`src/rtl/core/mwfd_pkg.sv`:
```
`timescale 1ns / 1ps
`default_nettype none

package mwfd_pkg;

  localparam int ADDR_BITS = 6;
  localparam int DATA_BITS = 16;
  localparam int HEAD_BITS = 2 + ADDR_BITS;
  localparam int FULL_BITS = 2 + ADDR_BITS + DATA_BITS;
  localparam int CNT_W     = 5;

  localparam logic [CNT_W-1:0] CNT_MAX = '1;

  // Beat kinds on tuser
  localparam logic CMD_SAMPLE = 1'b0;
  localparam logic CMD_EOF    = 1'b1;

  // Primary opcode (two bits after the start bit)
  localparam logic [1:0] OP_EXT   = 2'b00;
  localparam logic [1:0] OP_WRITE = 2'b01;
  localparam logic [1:0] OP_READ  = 2'b10;
  localparam logic [1:0] OP_ERASE = 2'b11;

  // Extended opcode (next two bits when the primary opcode is OP_EXT)
  localparam logic [1:0] EXT_EWDS = 2'b00;
  localparam logic [1:0] EXT_WRAL = 2'b01;
  localparam logic [1:0] EXT_ERAL = 2'b10;
  localparam logic [1:0] EXT_EWEN = 2'b11;

  typedef enum logic [2:0] {
    INSTR_READ     = 3'd0,
    INSTR_ERASE    = 3'd1,
    INSTR_WRITE    = 3'd2,
    INSTR_EWEN     = 3'd3,
    INSTR_EWDS     = 3'd4,
    INSTR_ERAL     = 3'd5,
    INSTR_WRAL     = 3'd6,
    INSTR_NO_START = 3'd7
  } instr_t;

  // One lane's control status
  typedef struct packed {
    logic             started;
    logic [CNT_W-1:0] count;
  } lane_stat_t;

  typedef struct packed {
    logic [DATA_BITS-1:0] read_word;
    logic                 read_complete;
    logic [DATA_BITS-1:0] write_word;
    logic [ADDR_BITS-1:0] word_address;
    logic                 command_complete;
    instr_t               instruction;
  } result_t;

endpackage

`default_nettype wire

```
`src/rtl/core/microwire_eeprom_frame_decoder_top.sv`:
```
`timescale 1ns / 1ps
`default_nettype none

// Microwire (93C46, x16) frame decoder. Each input beat is one bus clock
// period sample of MOSI and MISO with per-pin bad-quality flags
// (tuser = 0), or an end-of-frame mark when chip select drops (tuser = 1).
// On MOSI the first good 1 is the start bit, followed by the opcode (2 bits,
// or 4 for the extended forms), a 6-bit word address and 16 write-data
// bits, MSB first. On MISO the first good 0 is the dummy bit and the next 16
// bits are the read word. Each end-of-frame beat yields exactly one result
// beat, and the frame state clears for the next frame; sample beats yield
// nothing. Bits beyond the expected length are ignored. One input beat is
// accepted per clock while s_tready is high; the end-of-frame result is
// registered in the output register, or in the skid buffer if it is stalled.
// The result register plus a one-entry skid buffer keep s_tready high while
// a single result waits downstream; s_tready drops only when both are full.
module microwire_eeprom_frame_decoder_top (
  input  wire logic        clk,
  input  wire logic        rst,
  input  wire logic        s_tvalid,
  output logic             s_tready,
  input  wire logic [7:0]  s_tdata,   // [0] mosi_bit, [1] mosi_bad, [2] miso_bit,
                                      // [3] miso_bad, [7:4] zero
  input  wire logic        s_tuser,   // [0] cmd: 0 sample, 1 end of frame
  output logic             m_tvalid,
  input  wire logic        m_tready,
  output logic [47:0]      m_tdata    // [2:0] instruction, [3] command_complete,
                                      // [9:4] word_address, [25:10] write_word,
                                      // [26] read_complete, [42:27] read_word,
                                      // [47:43] zero
);

  logic                 s_beat;
  logic                 sample;
  logic                 eof;
  logic                 out_take;

  mwfd_pkg::lane_stat_t                 mosi_stat;
  mwfd_pkg::lane_stat_t                 miso_stat;
  logic [mwfd_pkg::FULL_BITS-1:0]       mosi_shift;
  logic [mwfd_pkg::DATA_BITS-1:0]       miso_shift;
  mwfd_pkg::result_t                    res_new;

  // Result register and skid stage
  mwfd_pkg::result_t    out_res;
  logic                 out_valid;
  mwfd_pkg::result_t    skid_res;
  logic                 skid_valid;

  assign s_tready = !skid_valid;
  assign s_beat   = s_tvalid && s_tready;
  assign sample   = s_beat && (s_tuser == mwfd_pkg::CMD_SAMPLE);
  assign eof      = s_beat && (s_tuser == mwfd_pkg::CMD_EOF);
  assign out_take = out_valid && m_tready;

  mwfd_lane #(
    .WIDTH     (mwfd_pkg::FULL_BITS),
    .START_LVL (1'b1)
  ) u_mosi (
    .clk    (clk),
    .rst    (rst),
    .sample (sample),
    .clear  (eof),
    .bit_in (s_tdata[0]),
    .bad_in (s_tdata[1]),
    .stat   (mosi_stat),
    .shift  (mosi_shift)
  );

  mwfd_lane #(
    .WIDTH     (mwfd_pkg::DATA_BITS),
    .START_LVL (1'b0)
  ) u_miso (
    .clk    (clk),
    .rst    (rst),
    .sample (sample),
    .clear  (eof),
    .bit_in (s_tdata[2]),
    .bad_in (s_tdata[3]),
    .stat   (miso_stat),
    .shift  (miso_shift)
  );

  mwfd_decode u_decode (
    .mosi_stat  (mosi_stat),
    .mosi_shift (mosi_shift),
    .miso_stat  (miso_stat),
    .miso_shift (miso_shift),
    .res        (res_new)
  );

  // Control: skid drains into the output register first; a new result goes
  // straight to the output register when it is free or being taken.
  always_ff @(posedge clk) begin
    if (rst) begin
      out_valid  <= 1'b0;
      skid_valid <= 1'b0;
    end else if (skid_valid) begin
      if (out_take) begin
        skid_valid <= 1'b0;
      end
    end else if (eof) begin
      if (out_valid && !m_tready) begin
        skid_valid <= 1'b1;
      end else begin
        out_valid <= 1'b1;
      end
    end else if (out_take) begin
      out_valid <= 1'b0;
    end
  end

  // Payload
  always_ff @(posedge clk) begin
    if (skid_valid) begin
      if (out_take) begin
        out_res <= skid_res;
      end
    end else if (eof) begin
      if (out_valid && !m_tready) begin
        skid_res <= res_new;
      end else begin
        out_res <= res_new;
      end
    end
  end

  assign m_tvalid = out_valid;
  assign m_tdata  = {5'd0,
                     out_res.read_word,
                     out_res.read_complete,
                     out_res.write_word,
                     out_res.word_address,
                     out_res.command_complete,
                     out_res.instruction};

  // Skid never holds a beat unless the output register is full.
  a_skid_implies_out: assert property (@(posedge clk) disable iff (rst)
    skid_valid |-> out_valid)
    else $error("skid holds a result while output register is empty");

  // End of frame arriving against a stalled full output lands in the skid.
  a_eof_to_skid: assert property (@(posedge clk) disable iff (rst)
    (eof && out_valid && !m_tready) |=> skid_valid)
    else $error("end-of-frame result lost on stalled output");

  // Skid drains when downstream takes the output.
  a_skid_drain: assert property (@(posedge clk) disable iff (rst)
    (skid_valid && m_tready) |=> (out_valid && !skid_valid))
    else $error("skid did not drain into output register");

  // Frame state is cleared after every end of frame.
  a_frame_clear: assert property (@(posedge clk) disable iff (rst)
    eof |=> (!mosi_stat.started && !miso_stat.started &&
             mosi_stat.count == '0 && miso_stat.count == '0))
    else $error("frame state not cleared after end of frame");

  // Counters only advance once their lane has seen its marker bit.
  a_count_needs_start: assert property (@(posedge clk) disable iff (rst)
    (mosi_stat.count != '0) |-> mosi_stat.started)
    else $error("MOSI bit count advanced without start bit");

endmodule

`default_nettype wire

```
`src/rtl/core/mwfd_lane.sv`:
```
`timescale 1ns / 1ps
`default_nettype none

// One serial lane: hunt for the marker bit, then place bit k at WIDTH-1-k.
module mwfd_lane #(
  parameter int   WIDTH     = mwfd_pkg::DATA_BITS,
  parameter logic START_LVL = 1'b1
) (
  input  wire logic                clk,
  input  wire logic                rst,
  input  wire logic                sample,
  input  wire logic                clear,
  input  wire logic                bit_in,
  input  wire logic                bad_in,
  output mwfd_pkg::lane_stat_t     stat,
  output logic [WIDTH-1:0]         shift
);

  mwfd_pkg::lane_stat_t stat_next;
  logic [WIDTH-1:0]     shift_next;

  always_comb begin
    stat_next  = stat;
    shift_next = shift;
    if (clear) begin
      stat_next  = '0;
      shift_next = '0;
    end else if (sample) begin
      if (!stat.started) begin
        if (bit_in == START_LVL && !bad_in) begin
          stat_next.started = 1'b1;
        end
      end else begin
        for (int i = 0; i < WIDTH; i++) begin
          if (stat.count == mwfd_pkg::CNT_W'(WIDTH - 1 - i)) begin
            shift_next[i] = shift[i] | bit_in;
          end
        end
        if (stat.count != mwfd_pkg::CNT_MAX) begin
          stat_next.count = stat.count + 1'b1;
        end
      end
    end
  end

  always_ff @(posedge clk) begin
    if (rst) begin
      stat  <= '0;
      shift <= '0;
    end else begin
      stat  <= stat_next;
      shift <= shift_next;
    end
  end

endmodule

`default_nettype wire

```
`src/rtl/core/mwfd_decode.sv`:
```
`timescale 1ns / 1ps
`default_nettype none

// Frame decode from the lane registers, evaluated on the end-of-frame beat.
module mwfd_decode (
  input  wire mwfd_pkg::lane_stat_t              mosi_stat,
  input  wire logic [mwfd_pkg::FULL_BITS-1:0]    mosi_shift,
  input  wire mwfd_pkg::lane_stat_t              miso_stat,
  input  wire logic [mwfd_pkg::DATA_BITS-1:0]    miso_shift,
  output mwfd_pkg::result_t                      res
);

  logic [1:0]                op;
  logic [1:0]                ext;
  logic                      uses_addr;
  logic                      uses_data;
  logic                      full_need;
  logic                      complete;
  mwfd_pkg::instr_t          instr;

  assign op  = mosi_shift[mwfd_pkg::FULL_BITS-1 -: 2];
  assign ext = mosi_shift[mwfd_pkg::FULL_BITS-3 -: 2];

  always_comb begin
    instr     = mwfd_pkg::INSTR_WRAL;
    uses_addr = 1'b0;
    uses_data = 1'b0;
    full_need = 1'b0;
    case (op)
      mwfd_pkg::OP_READ: begin
        instr     = mwfd_pkg::INSTR_READ;
        uses_addr = 1'b1;
      end
      mwfd_pkg::OP_ERASE: begin
        instr     = mwfd_pkg::INSTR_ERASE;
        uses_addr = 1'b1;
      end
      mwfd_pkg::OP_WRITE: begin
        instr     = mwfd_pkg::INSTR_WRITE;
        uses_addr = 1'b1;
        uses_data = 1'b1;
        full_need = 1'b1;
      end
      default: begin
        case (ext)
          mwfd_pkg::EXT_EWEN: instr = mwfd_pkg::INSTR_EWEN;
          mwfd_pkg::EXT_EWDS: instr = mwfd_pkg::INSTR_EWDS;
          mwfd_pkg::EXT_ERAL: instr = mwfd_pkg::INSTR_ERAL;
          default: begin
            instr     = mwfd_pkg::INSTR_WRAL;
            uses_data = 1'b1;
            full_need = 1'b1;
          end
        endcase
      end
    endcase
  end

  assign complete = full_need ?
      (mosi_stat.count >= mwfd_pkg::CNT_W'(mwfd_pkg::FULL_BITS)) :
      (mosi_stat.count >= mwfd_pkg::CNT_W'(mwfd_pkg::HEAD_BITS));

  always_comb begin
    res = '0;
    res.instruction = mwfd_pkg::INSTR_NO_START;
    if (mosi_stat.started) begin
      res.instruction      = instr;
      res.command_complete = complete;
      if (complete && uses_addr) begin
        res.word_address = mosi_shift[mwfd_pkg::DATA_BITS +: mwfd_pkg::ADDR_BITS];
      end
      if (complete && uses_data) begin
        res.write_word = mosi_shift[mwfd_pkg::DATA_BITS-1:0];
      end
    end
    if (miso_stat.started &&
        miso_stat.count >= mwfd_pkg::CNT_W'(mwfd_pkg::DATA_BITS)) begin
      res.read_complete = 1'b1;
      res.read_word     = miso_shift;
    end
  end

endmodule

`default_nettype wire
```
`config.mk`:
```
export PLATFORM = sky130hd
export DESIGN_NAME = microwire_eeprom_frame_decoder_top
export DESIGN_NICKNAME = d
export VERILOG_FILES = /design/src/rtl/core/mwfd_pkg.sv /design/src/rtl/core/microwire_eeprom_frame_decoder_top.sv /design/src/rtl/core/mwfd_lane.sv /design/src/rtl/core/mwfd_decode.sv
export SDC_FILE = /design/constraint.sdc
export NUM_CORES = 1
export LEC_CHECK = 0
export BUFFER_PORTS_ARGS = -buffer_cell sky130_fd_sc_hd__buf_2
export CORE_ASPECT_RATIO = 0.6
export CORE_MARGIN = 5
export CORE_UTILIZATION = 25
export CTS_CLUSTER_SIZE = 28
export DETAILED_ROUTE_END_ITERATION = 12
export SYNTH_ARGS = -nofsm -noshare
export SYNTH_HDL_FRONTEND = slang
export SYNTH_SLANG_ARGS = --single-unit
```
`constraint.sdc`:
```
create_clock -name clk -period 5.1 [get_ports clk]
set_clock_uncertainty 0.2 [all_clocks]
set_input_delay 1.02 -clock clk [delete_from_list [all_inputs] [get_ports clk]]
set_output_delay 1.02 -clock clk [all_outputs]
set_load 0.05 [all_outputs]
```
### Word-level counts from Yosys, hierarchy flattened

Index checks and enable logic that the tools add are counted.

* mux-type cells: 25
* reductions and logical operators: 68
* magnitude comparators: 3
* add/sub/neg operators: 2
* equality and inequality tests: 48
* bitwise gates (word level): 43

Operators with widths (count)
* 43-bit 2-to-1 mux: 4
* 3-bit AND reduction: 45
* 5-bit by 4-bit equality test with 1-bit output (second input constant): 16
* 5-bit by 3-bit equality test with 1-bit output (second input constant): 8
* 5-bit equality test (second input constant): 8
* 1-bit OR: 40
* 26-bit 2-to-1 mux: 1
* 5-bit by 2-bit equality test with 1-bit output (second input constant): 4
* 3-bit case mux with 3 select lines: 2
* 17-bit 2-to-1 mux: 1
* 16-bit 2-to-1 mux: 1
* 1-bit 2-to-1 mux: 14
* 5-bit by 1-bit adder with 5-bit output (second input constant): 2
* 5-bit by 1-bit equality test with 1-bit output (second input constant): 2
* 5-bit greater-or-equal comparator (second input constant): 2
* 1-bit logical AND: 10
* 5-bit zero test: 2
* 5-bit != test (second input constant): 2
* 2-bit equality test (second input constant): 4
* 6-bit 2-to-1 mux: 1
* 2-bit != test (second input constant): 3
* 3-bit OR reduction: 2
* 5-bit by 4-bit greater-or-equal comparator with 1-bit output (second input constant): 1
* 1-bit zero test: 4
* 6 further kinds: 10

* output and inout port bits: 50
* register bits: 140
* input bits: 13
* word-level logic and storage cells: 247

### Logic depth before layout (Yosys ltp)

Gate-level depths: netlist (run 1).

* word-level depth: 11
* gate-level depth with buffers: 6
* depth with buffers taken out: 6

### Hierarchy

From an unflattened synthesis (run 1), not the netlist that was laid out.

* cell total of the unflattened synthesis: 425
* area, all modules: 5815.6 um2

By module, submodules not included
* microwire_eeprom_frame_decoder_top: area each 3374.5 um2, seq. area each 2622.5 um2, cells each 155, instances 1
* mwfd_lane (u_mosi): area each 1166.1 um2, seq. area each 600.6 um2, cells each 118, instances 1
* mwfd_lane (u_miso): area each 884.6 um2, seq. area each 440.4 um2, cells each 85, instances 1
* mwfd_decode: area each 390.4 um2, seq. area each 0.0 um2, cells each 67, instances 1

### Worst setup path after synthesis (run 1)

OpenSTA, ideal clock, no wires.

* path kind: in2reg
* from: input s_tuser
* to: register skid_res[0] (netlist bit) (enable)
* path buffers: 0
* library setup time: 509 ps
* slack: -31 ps
* arrival time: 4422 ps
* stages on the path: 2
* required time: 4391 ps
* cells stage by stage: nand3b_1 nor3b_1

* word-level cells in the longest chain between the ends: 2

RTL lines
* start, declared: line microwire_eeprom_frame_decoder_top.sv:24 `input wire logic s_tuser,`
* 1-bit logical AND: line microwire_eeprom_frame_decoder_top.sv:53 `assign eof = s_beat && (s_tuser == mwfd_pkg::CMD_EOF);`
* 3-bit AND reduction (no line)
* end signal, assigned: line microwire_eeprom_frame_decoder_top.sv:121 `skid_res <= res_new;`
* end, declared: line microwire_eeprom_frame_decoder_top.sv:47 `mwfd_pkg::result_t skid_res;`

No other way between the ends.
A chain may end at the register's enable or synchronous reset.

### Final worst setup path (run 1)

* from: register skid_valid
* to: output s_tready

* word-level cells in the longest chain between the ends: 1

RTL lines
* start, declared: line microwire_eeprom_frame_decoder_top.sv:48 `logic skid_valid;`
* start signal, assigned: line microwire_eeprom_frame_decoder_top.sv:97 `skid_valid <= 1'b0;`
* start signal, assigned: line microwire_eeprom_frame_decoder_top.sv:100 `skid_valid <= 1'b0;`
* start signal, assigned: line microwire_eeprom_frame_decoder_top.sv:104 `skid_valid <= 1'b1;`
* 1-bit zero test: line microwire_eeprom_frame_decoder_top.sv:50 `assign s_tready = !skid_valid;`
* end, declared: line microwire_eeprom_frame_decoder_top.sv:21 `output logic s_tready,`

No other way between the ends.

==> run metrics, run 1 <==
status=finished clean; unrepaired setup endpoints after global routing=no; startpoint of the worst register-to-register path=skid_valid; net count of the finished layout=496; most used flip-flop cell after synthesis=edfxtp_1; Flop pwr share=48.3%; root buffer cell=clkbuf_16; drt pass-1 iters=4; number of distinct standard cells referenced by the synthesized netlist=44; largest net degree at the start of global routing=45; power density cells=369 nW/um^2; Wirelength per Cell=15.1 um; category of the worst setup path launch point=flop; final number of setup-violating endpoints=0; arrival time of the worst setup path=2.16 ns; leading cell types by total area after synthesis=edfxtp_1 46%, dfxtp_1 19%, mux2_2 7.1%, a22o_1 5.9%, and2_1 3.0%; antenna diode instance count=0; HP Start=u_mosi.shift[13]; CP Class=reg -> out; Max-slew headroom=26.5%; average cell area after synthesis=13.6 sq um; total grt overflow=0; capturing point of the worst reg2reg path=u_mosi.shift[6]; register-to-register path setup slack=2.37 ns; Setup Fix Bufs, Post-CTS=0; wire length of the first global-routing pass=19300 um; Max stage delay on crit path=0.78 ns; top-count cell post-synth=edfxtp_1; cell area after synthesis=5670 sq um; standard cell area after detailed placement=6260 sq um; # Max-Cap Violations=0; post-detail-place hpwl=8130 um; area of all placed cells without fillers=6840 sq um; setup total negative slack=0 ns; fraction of power consumed by the clock network=47.2%; total number of clock tree sinks=140; via total after detailed routing=3416; horizontal die dimension=204 um; clock tree from TritonCTS=built; minimum clock period after layout=3.38 ns; cell family with the largest share of critical-path delay=buffers and inverters; Min-Delay Path Depth=2; hold bufs inserted after CTS=0; port bufs=53; detail-routed via count per cell=4.31; number of global-route vias before repair=3439; synthesis-stage register bit count=140; worst path required time=3.88 ns; overall track demand over capacity in global routing=9.61%; Starting Density=25.6%; Worst-Margin Slew=1.10 ns; die outline area=25900 sq um; antenna violations before repair=3; Top-Level Pins=63; Post-synth ARST share=0%; Core Area=22200 sq um; die extent in y=127 um; synthesized instance count=417; R2R depth=4; fraction of power spent switching nets=23.6%; layout-stage area growth over the synthesis result=20.5%; fmax=296 MHz; Clock Tree Buf Depth=2; class of the tightest hold or removal check=reg -> reg; share of the synthesized area in the top cell type=45.5%; fillers=2223; number of max-slew violations in the final report=0; Warnings, synthesis=0; hold-critical path endpoint=u_mosi.shift[13]; critical path, cell by cell=inv_2 -> buf_2; share of synthesized area occupied by flip-flops and latches=64.6%; Final GP Congestion=0.795; detailed router's first-iteration violation count=183; Int Pwr=1930 uW; fraction of final layout cells sized beyond drive strength 1=27.5%; most instantiated cells after synthesis=86 x edfxtp_1, 54 x dfxtp_1, 38 x a22o_1; number of hold-slack violations in the final timing report=0; TritonCTS buffer count=17; latest clock arrival within the worst-skew pair=0.42 ns; cell type with the largest total area after synthesis=edfxtp_1; critical path's slowest cell=dfxtp_1; period utilization=66.2%; Peak VDD IR=0.211 mV; floorplan row count=42; proportion of power drawn by combinational gates=4.5%; routed wire length=12000 um; total leakage power=0.00256 uW; Final ANT Viol Nets=0; DR DRC count=0; sum of buffers and inverters on the critical path=2; EDFF count, synth=86; net switching power=596 uW; largest fanout of any net on the critical path=37; Gates resized, CTS repair=0; clk slew on worst S/H paths=0.06 ns; maximum level of the CTS H-tree=4; CP endpoint kind=output pin
[metal layers]
metal	share of wire (%)	global-route usage [%]	vias to the layer above	wire, um
met2	43	13.4	55	5130
met1	50	13.0	1687	5970
met3	5.9	4.41	19	706
li1	-	-	1649	-
met5	0.28	0	-	33
met4	1.3	3.54	6	160
[registers in the layout, summed over array words and instances, names as in the netlist]
register	count
m_tdata	43
skid_res	43
u_mosi.shift	24
u_miso.shift	16
u_miso.stat	6
u_mosi.stat	6
m_tvalid	1
skid_valid	1
[worst reg2reg max path, delay by kind of cell (launching register included)]
kind             cells  cell delay (ns)
AND/OR/NAND/NOR      3             1.50
flip-flops           1             0.78
AO/OA/AOI/OAI        1             0.20
[power by group through the flow]
stage | Clock, uW | Combinational (uW) | Sequential [uW]
3_5_place_dp | 0 | 115 | 1240
5_1_grt | 1280 | 120 | 1220
2_1_floorplan | 0 | 44.5 | 1290
4_1_cts | 1220 | 115 | 1220
6_report | 1190 | 113 | 1220
3_3_place_gp | 0 | 113 | 1240
[kinds of logic (layout without fill, tap and decap cells)]
kind of cell	after synthesis	after routing	synth area share, %
AND/OR/NAND/NOR	121	121	12.7
flip-flops	140	140	64.6
adder cells (fa/ha/maj)	13	13	2.82
AO/OA/AOI/OAI	64	64	8.73
XOR/XNOR	4	4	0.617
other	1	5	0.0661
buffers and inverters	36	99	3.00
multiplexers	38	38	7.50
[worst max path at each step]
stage,slack [ns],from,endpoint,depth (start not counted)
6_report,1.72,skid_valid,s_tready,2
4_1_cts,1.69,skid_valid,s_tready,2
3_5_place_dp,1.90,s_tuser,m_tdata[29],4
3_3_place_gp,2.02,s_tuser,m_tdata[29],4
5_1_grt,1.58,skid_valid,s_tready,2
2_1_floorplan,1.09,s_tuser,m_tdata[0],2
[area by class of cell]
| type | instances | area, sq um | share of cell area (%) |
|---|---|---|---|
| Inverter | 11 | 41.3 | 0.604 |
| Sequential cell | 140 | 3660 | 53.6 |
| Timing Repair Buffer | 56 | 300 | 4.39 |
| Multi-Input combinational cell | 245 | 1870 | 27.4 |
| Tap cell | 308 | 385 | 5.63 |
| Clock buffer | 18 | 439 | 6.42 |
| Clock inverter | 14 | 135 | 1.98 |
[layout by cell type (no fill, tap or decap), types with 3 or more instances in the layout]
master	synthesis	layout
xnor2_1	4	4
nand3_1	3	3
a21oi_1	11	11
ha_1	12	12
clkinvlp_4	0	3
clkbuf_16	0	17
buf_2	13	53
conb_1	1	5
a22o_1	38	38
dfxtp_1	54	54
mux2_2	36	36
nand2b_1	3	3
inv_1	10	10
nand2_1	10	10
and3_1	26	26
nor2b_1	4	3
inv_6	0	5
edfxtp_1	86	86
and2_1	27	27
a211oi_1	3	3
o21ai_0	3	3
nor2_1	30	30
[per-stage QoR]
stage	setup slack [ns]	power [uW]	hold WS, ns	utilization (%)	std cells
after floorplan	1.09	1330	0.229	-	421
after global placement	2.02	1360	0.254	28.2	760
after detailed placement	1.90	1360	0.259	28.2	760
after CTS	1.69	2560	0.273	30.8	792
after global routing	1.58	2620	0.285	30.8	792
final	1.72	2520	0.270	30.8	792
No activity file was read; power rests on OpenSTA's default activity.
==> run 2, diff against run 1 <==
--- a/config.mk
+++ b/config.mk
@@ -5,6 +5,7 @@
 export SDC_FILE = /design/constraint.sdc
 export NUM_CORES = 1
 export LEC_CHECK = 0
+export ABC_AREA = 1
 export BUFFER_PORTS_ARGS = -buffer_cell sky130_fd_sc_hd__buf_2
 export CORE_ASPECT_RATIO = 0.6
 export CORE_MARGIN = 5
==> constraint.sdc (replaced) <==
create_clock -name clk -period 2.8 [get_ports clk]
set_clock_uncertainty 0.2 [all_clocks]
set_input_delay 0.56 -clock clk [delete_from_list [all_inputs] [get_ports clk]]
set_output_delay 0.56 -clock clk [all_outputs]
set_load 0.05 [all_outputs]
==> run metrics, run 2 <==
unrepaired setup endpoints after global routing=no; leading cell types by total area after synthesis=edfxtp_1 43%, dfxtp_1 18%, nand2_1 9.3%, a21oi_1 4.3%, inv_1 4.1%; top-count cell post-synth=nand2_1; Flop pwr share=47.0% (-1.3 points); Wirelength per Cell=13.7 um (-9.6%); largest net degree at the start of global routing=44 (-2.2%); final number of setup-violating endpoints=0 (unchanged); Starting Density=25.2% (-0.37 points); via total after detailed routing=4247 (+24%); total grt overflow=0 (unchanged); Max-slew headroom=55.1% (+29 points); overall power consumption=4710 uW (+87%); class of the tightest hold or removal check=in -> reg; wire length of the first global-routing pass=22600 um (+17%); worst path required time=2.04 ns (-1.84 ns); fraction of power consumed by the clock network=48.1% (+0.9 points); CP Class=reg -> out; antenna diode instance count=0 (unchanged); cell type with the largest total area after synthesis=edfxtp_1; Clock Tree Buf Depth=2 (unchanged); horizontal die dimension=211 um (+3.2%); root buffer cell=clkbuf_16; Peak VDD IR=0.390 mV (+85%); setup total negative slack=0 ns (unchanged); Core Area=24100 sq um (+8.5%); antenna violations before repair=1 (-2); CP endpoint kind=output pin; average cell area after synthesis=9.68 sq um (-29%); most frequent cells in the layout=150 x nand2_1, 86 x edfxtp_1, 66 x inv_1; total leakage power=0.00273 uW (+6.6%); Final ANT Viol Nets=0 (unchanged); detailed router's first-iteration violation count=350 (+91%); overall track demand over capacity in global routing=10.5% (+0.87 points); clock tree from TritonCTS=built; Worst-Margin Slew=0.672 ns (-0.430 ns); drt pass-1 iters=6 (+2); number of distinct standard cells referenced by the synthesized netlist=31 (-30%); Setup Fix Bufs, Post-CTS=0 (unchanged); hold bufs inserted after CTS=0 (unchanged); Top-Level Pins=63 (unchanged); floorplan row count=44 (+4.8%); total number of clock tree sinks=140 (unchanged); number of max-slew violations in the final report=0 (unchanged); net switching power=1110 uW (+86%); detail-routed via count per cell=4.19 (-2.9%); arrival time of the worst setup path=1.70 ns (-0.46 ns); largest fanout of any net on the critical path=27 (-27%); Post-synth ARST share=0% (unchanged); cell area after synthesis=6070 sq um (+6.9%); period utilization=87.8%; critical path, cell by cell=inv_4 -> buf_4 -> buf_2; TritonCTS buffer count=17 (unchanged); commonest non-fill, non-tap cell in the layout=nand2_1; die outline area=27600 sq um (+6.5%); maximum level of the CTS H-tree=4 (unchanged); Int Pwr=3600 uW (+87%); net count of the finished layout=704 (+42%); sum of buffers and inverters on the critical path=3 (+1); Gates resized, CTS repair=0 (unchanged); Warnings, synthesis=0 (unchanged); Max stage delay on crit path=0.37 ns (-0.41 ns); die extent in y=131 um (+3.1%); EDFF count, synth=86 (unchanged); most used flip-flop cell after synthesis=edfxtp_1; proportion of power drawn by combinational gates=4.8% (+0.3 points); fraction of final layout cells sized beyond drive strength 1=19.5% (-8.0 points); share of the synthesized area in the top cell type=42.6% (-2.9 points); power density cells=650 nW/um^2 (+76%); most instantiated cells after synthesis=150 x nand2_1, 86 x edfxtp_1, 66 x inv_1; cell family with the largest share of critical-path delay=buffers and inverters; latest clock arrival within the worst-skew pair=0.41 ns (about the same); critical path's slowest cell=buf_4; synthesis-stage register bit count=140 (unchanged); status=finished clean; number of hold-slack violations in the final timing report=0 (unchanged); clk slew on worst S/H paths=0.06 ns (about the same); category of the worst setup path launch point=flop; minimum clock period after layout=2.46 ns; DR DRC count=0 (unchanged); layout-stage area growth over the synthesis result=19.4%; port bufs=53 (unchanged); fmax=407 MHz; synthesized instance count=627 (+50%); Final GP Congestion=0.915 (+15%); fraction of power spent switching nets=23.6% (-0.078 points); # Max-Cap Violations=0 (unchanged); register-to-register path setup slack=0.83 ns (-1.54 ns); number of global-route vias before repair=4172 (+21%); routed wire length=13900 um (+16%); post-detail-place hpwl=9650 um (+19%); share of synthesized area occupied by flip-flops and latches=60.4% (-4.2 points)
## run 2: cell types whose count changed in the layout (fill, tap and decap cells not counted), moves of 30 or more
cell,previous run,this run
inv_1,10,66
mux2_2,36,0
nand3_1,3,33
a22o_1,38,0
nand2_1,10,150
a21oi_1,11,52
## run 2: area by class of cell
cell class	count	area, sq um
flip-flops and latches	140	3660
repair buffers	61	350
fillers	2492	16800
multi-input cells	386	1960
inverters	73	277
clock buffers	18	439
clock inverters	14	155
well taps	322	403
## run 2: logic make-up (layout without fill, tap and decap cells)
family,after synthesis,after routing,share of synthesized area [%]
compound gates,65,65,5.84
fa+ha+maj,12,12,2.47
other cells,1,5,0.0618
simple gates,303,303,23.2
flops,140,140,60.4
buf+inv,105,166,7.86
xor+xnor,1,1,0.144
## run 2: final timing paths
path                                      start              end  depth (start not counted)
worst min register to register  u_miso.shift[2]  u_miso.shift[2]                          2
worst min-delay path                        rst       skid_valid                          2
worst max-delay path                 skid_valid         s_tready                          3
worst max register to register       skid_valid       m_tdata[0]                          6
## run 2: metal layers
layer,share of wire (%),track usage (%)
met5,0.14,0
met1,55,16.1
met4,0.79,2.86
met3,7.2,3.58
met2,37,13.8
## run 2: worst register-to-register path, delay by kind of cell, from the launching register on
family	cells	cell delay, ns
AO/OA/AOI/OAI	1	0.14
buffers and inverters	3	0.68
flip-flops	1	0.33
AND/OR/NAND/NOR	2	0.25
## run 2: power by group through the flow
| stage | sequential, uW | clock [uW] | combinational [uW] |
|---|---|---|---|
| finish | 2220 | 2270 | 227 |
| floorplan | 2340 | 0 | 87.1 |
| global route | 2220 | 2420 | 242 |
| global placement | 2260 | 0 | 228 |
| CTS | 2220 | 2330 | 230 |
| detailed placement | 2260 | 0 | 230 |
## run 2: through the flow
stage | cells | util [%] | hold slack [ns] | worst slack [ns] | area, sq um
floorplan | 631 | - | 0.234 | 0.0908 | 6090
global placement | 982 | 27.6 | 0.245 | 0.710 | 6650
detailed placement | 982 | 27.6 | 0.247 | 0.672 | 6650
CTS | 1014 | 30.1 | 0.104 | 0.311 | 7240
global route | 1014 | 30.1 | 0.120 | 0.256 | 7240
finish | 1014 | 30.1 | 0.127 | 0.340 | 7240
==> run 3, diff against run 2 <==
--- a/config.mk
+++ b/config.mk
@@ -12,6 +12,7 @@
 export CORE_UTILIZATION = 25
 export CTS_CLUSTER_SIZE = 28
 export DETAILED_ROUTE_END_ITERATION = 12
+export RECOVER_POWER = 50
 export SYNTH_ARGS = -nofsm -noshare
 export SYNTH_HDL_FRONTEND = slang
 export SYNTH_SLANG_ARGS = --single-unit
==> run metrics, run 3 (synthesis gave the netlist of run 2 again) <==
net switching power=1110 uW (+0.22%); detailed router's first-iteration violation count=385 (+10%); maximum level of the CTS H-tree=4 (unchanged); root buffer cell=clkbuf_16; DR DRC count=0 (unchanged); capturing point of the worst reg2reg path=skid_res[16]; routed wire length=13900 um (+0.17%); worst path setup slack after routing=0.342 ns (+0.00192 ns); Int Pwr=3590 uW (-0.15%); horizontal die dimension=211 um (unchanged); die extent in y=131 um (unchanged); Max-slew headroom=28.0% (-27 points); largest fanout of any net on the critical path=27 (unchanged); Gates resized, CTS repair=0 (unchanged); clock tree from TritonCTS=built; drt pass-1 iters=5 (-1); Stages on worst setup path=3 (unchanged); R2R depth=4 (-2); class of the tightest hold or removal check=in -> reg; floorplan row count=44 (unchanged); power density cells=656 nW/um^2 (+0.90%); detail-routed via count per cell=4.14 (-1.2%); Top-Level Pins=63 (unchanged); fraction of power spent switching nets=23.6% (+0.065 points); fraction of final layout cells sized beyond drive strength 1=14.5% (-5.1 points); critical path, cell by cell=inv_4 -> buf_4 -> buf_2; overall power consumption=4710 uW (about the same); unrepaired setup endpoints after global routing=no; Final GP Congestion=0.915 (unchanged); Clock Tree Buf Depth=2 (unchanged); Peak VDD IR=0.392 mV (+0.51%); post-detail-place hpwl=9650 um (unchanged); hold-critical path endpoint=skid_valid; largest net degree at the start of global routing=44 (unchanged); final cell utilization of the core=29.8% (-0.29 points); Setup Fix Bufs, Post-CTS=0 (unchanged); overall track demand over capacity in global routing=10.5% (unchanged); cell family with the largest share of critical-path delay=buffers and inverters; CP Class=reg -> out; Flop pwr share=47.1% (about the same); Min-Delay Path Depth=2 (unchanged); Starting Density=25.2% (unchanged); die outline area=27600 sq um (unchanged); number of hold-slack violations in the final timing report=0 (unchanged); commonest non-fill, non-tap cell in the layout=nand2_1; total number of clock tree sinks=140 (unchanged); port bufs=53 (unchanged); period utilization=87.8% (about the same); final number of setup-violating endpoints=0 (unchanged); number of max-slew violations in the final report=0 (unchanged); total grt overflow=0 (unchanged); antenna violations before repair=1 (unchanged); latest clock arrival within the worst-skew pair=0.42 ns (about the same); Max stage delay on crit path=0.37 ns (about the same); post-place setup slack=0.672 ns (unchanged); minimum clock period after layout=2.46 ns (-0.00192 ns); status=finished clean; setup total negative slack=0 ns (unchanged); proportion of power drawn by combinational gates=4.7% (about the same); fraction of power consumed by the clock network=48.2% (about the same); net count of the finished layout=704 (unchanged); hold bufs inserted after CTS=0 (unchanged); Core Area=24100 sq um (unchanged); Worst-Margin Slew=1.08 ns (+0.404 ns); CP endpoint kind=output pin; antenna diode instance count=0 (unchanged); startpoint of the worst register-to-register path=u_mosi.stat[4]; sum of buffers and inverters on the critical path=3 (unchanged); fmax=407 MHz (about the same); critical path's slowest cell=buf_4; Final ANT Viol Nets=0 (unchanged); wire length of the first global-routing pass=22600 um (unchanged); layout-stage area growth over the synthesis result=18.3%; HP Start=rst; category of the worst setup path launch point=flop; register-to-register path setup slack=0.56 ns (-0.27 ns); Wirelength per Cell=13.7 um (+0.17%); arrival time of the worst setup path=1.70 ns (about the same); TritonCTS buffer count=17 (unchanged); most frequent cells in the layout=151 x nand2_1, 86 x edfxtp_1, 66 x inv_1; worst path required time=2.04 ns (about the same); # Max-Cap Violations=0 (unchanged); clk slew on worst S/H paths=0.06 ns (about the same); number of global-route vias before repair=4172 (unchanged); total leakage power=0.00260 uW (-4.7%); via total after detailed routing=4198 (-1.2%); worst hold slack=0.127 ns (+0.000247 ns)
-- run 3: changes by cell type in the layout (fill, tap and decap cells not counted), sizes merged --
cell,previous run,this run
clkbuf,18,52
buf,61,27
-- run 3: stage by stage --
stage | cell area, sq um | std cells
4_1_cts | 7240 | 1014
6_report | 7180 | 1014
3_5_place_dp | 6650 | 982
5_1_grt | 7180 | 1014
3_3_place_gp | 6650 | 982
2_1_floorplan | 6090 | 631
-- run 3: layer usage --
metal	GRT usage, %	vias to the layer above	wire length (um)	share of wire [%]
met5	0	-	20	0.14
met4	2.86	2	87	0.63
met3	3.58	10	913	6.6
met2	13.8	102	5200	37
met1	16.1	1926	7680	55
li1	-	2158	-	-
-- run 3: final cells by class --
| cell class | instances | area [sq um] |
|---|---|---|
| Timing Repair Buffer | 61 | 305 |
| Sequential cell | 140 | 3660 |
| Fill cell | 2510 | 16900 |
| Inverter | 73 | 277 |
| Tap cell | 322 | 403 |
| Multi-Input combinational cell | 386 | 1930 |
| Clock buffer | 18 | 439 |
| Clock inverter | 14 | 155 |
-- run 3: worst max-delay path by stage --
stage	startpoint	slack (ns)	end
global placement	s_tvalid	0.71	m_tdata[6]
CTS	skid_valid	0.31	s_tready
global route	skid_valid	0.26	s_tready
finish	skid_valid	0.34	s_tready
detailed placement	s_tvalid	0.67	m_tdata[24]
floorplan	m_tvalid	0.09	m_tdata[0]
-- run 3: worst reg2reg max path: stages (launching register included) --
cell,delay [ns]
dfxtp_1,0.62
nand2_4,0.11
nor2_2,0.66
nand2_4,0.32
nor2_1,0.18
-- run 3: power groups by stage --
stage | clock network, uW | logic [uW] | registers (uW)
after CTS | 2330 | 230 | 2220
after detailed placement | 0 | 230 | 2260
after global placement | 0 | 228 | 2260
after global routing | 2420 | 236 | 2220
after floorplan | 0 | 87.1 | 2340
final | 2270 | 221 | 2220
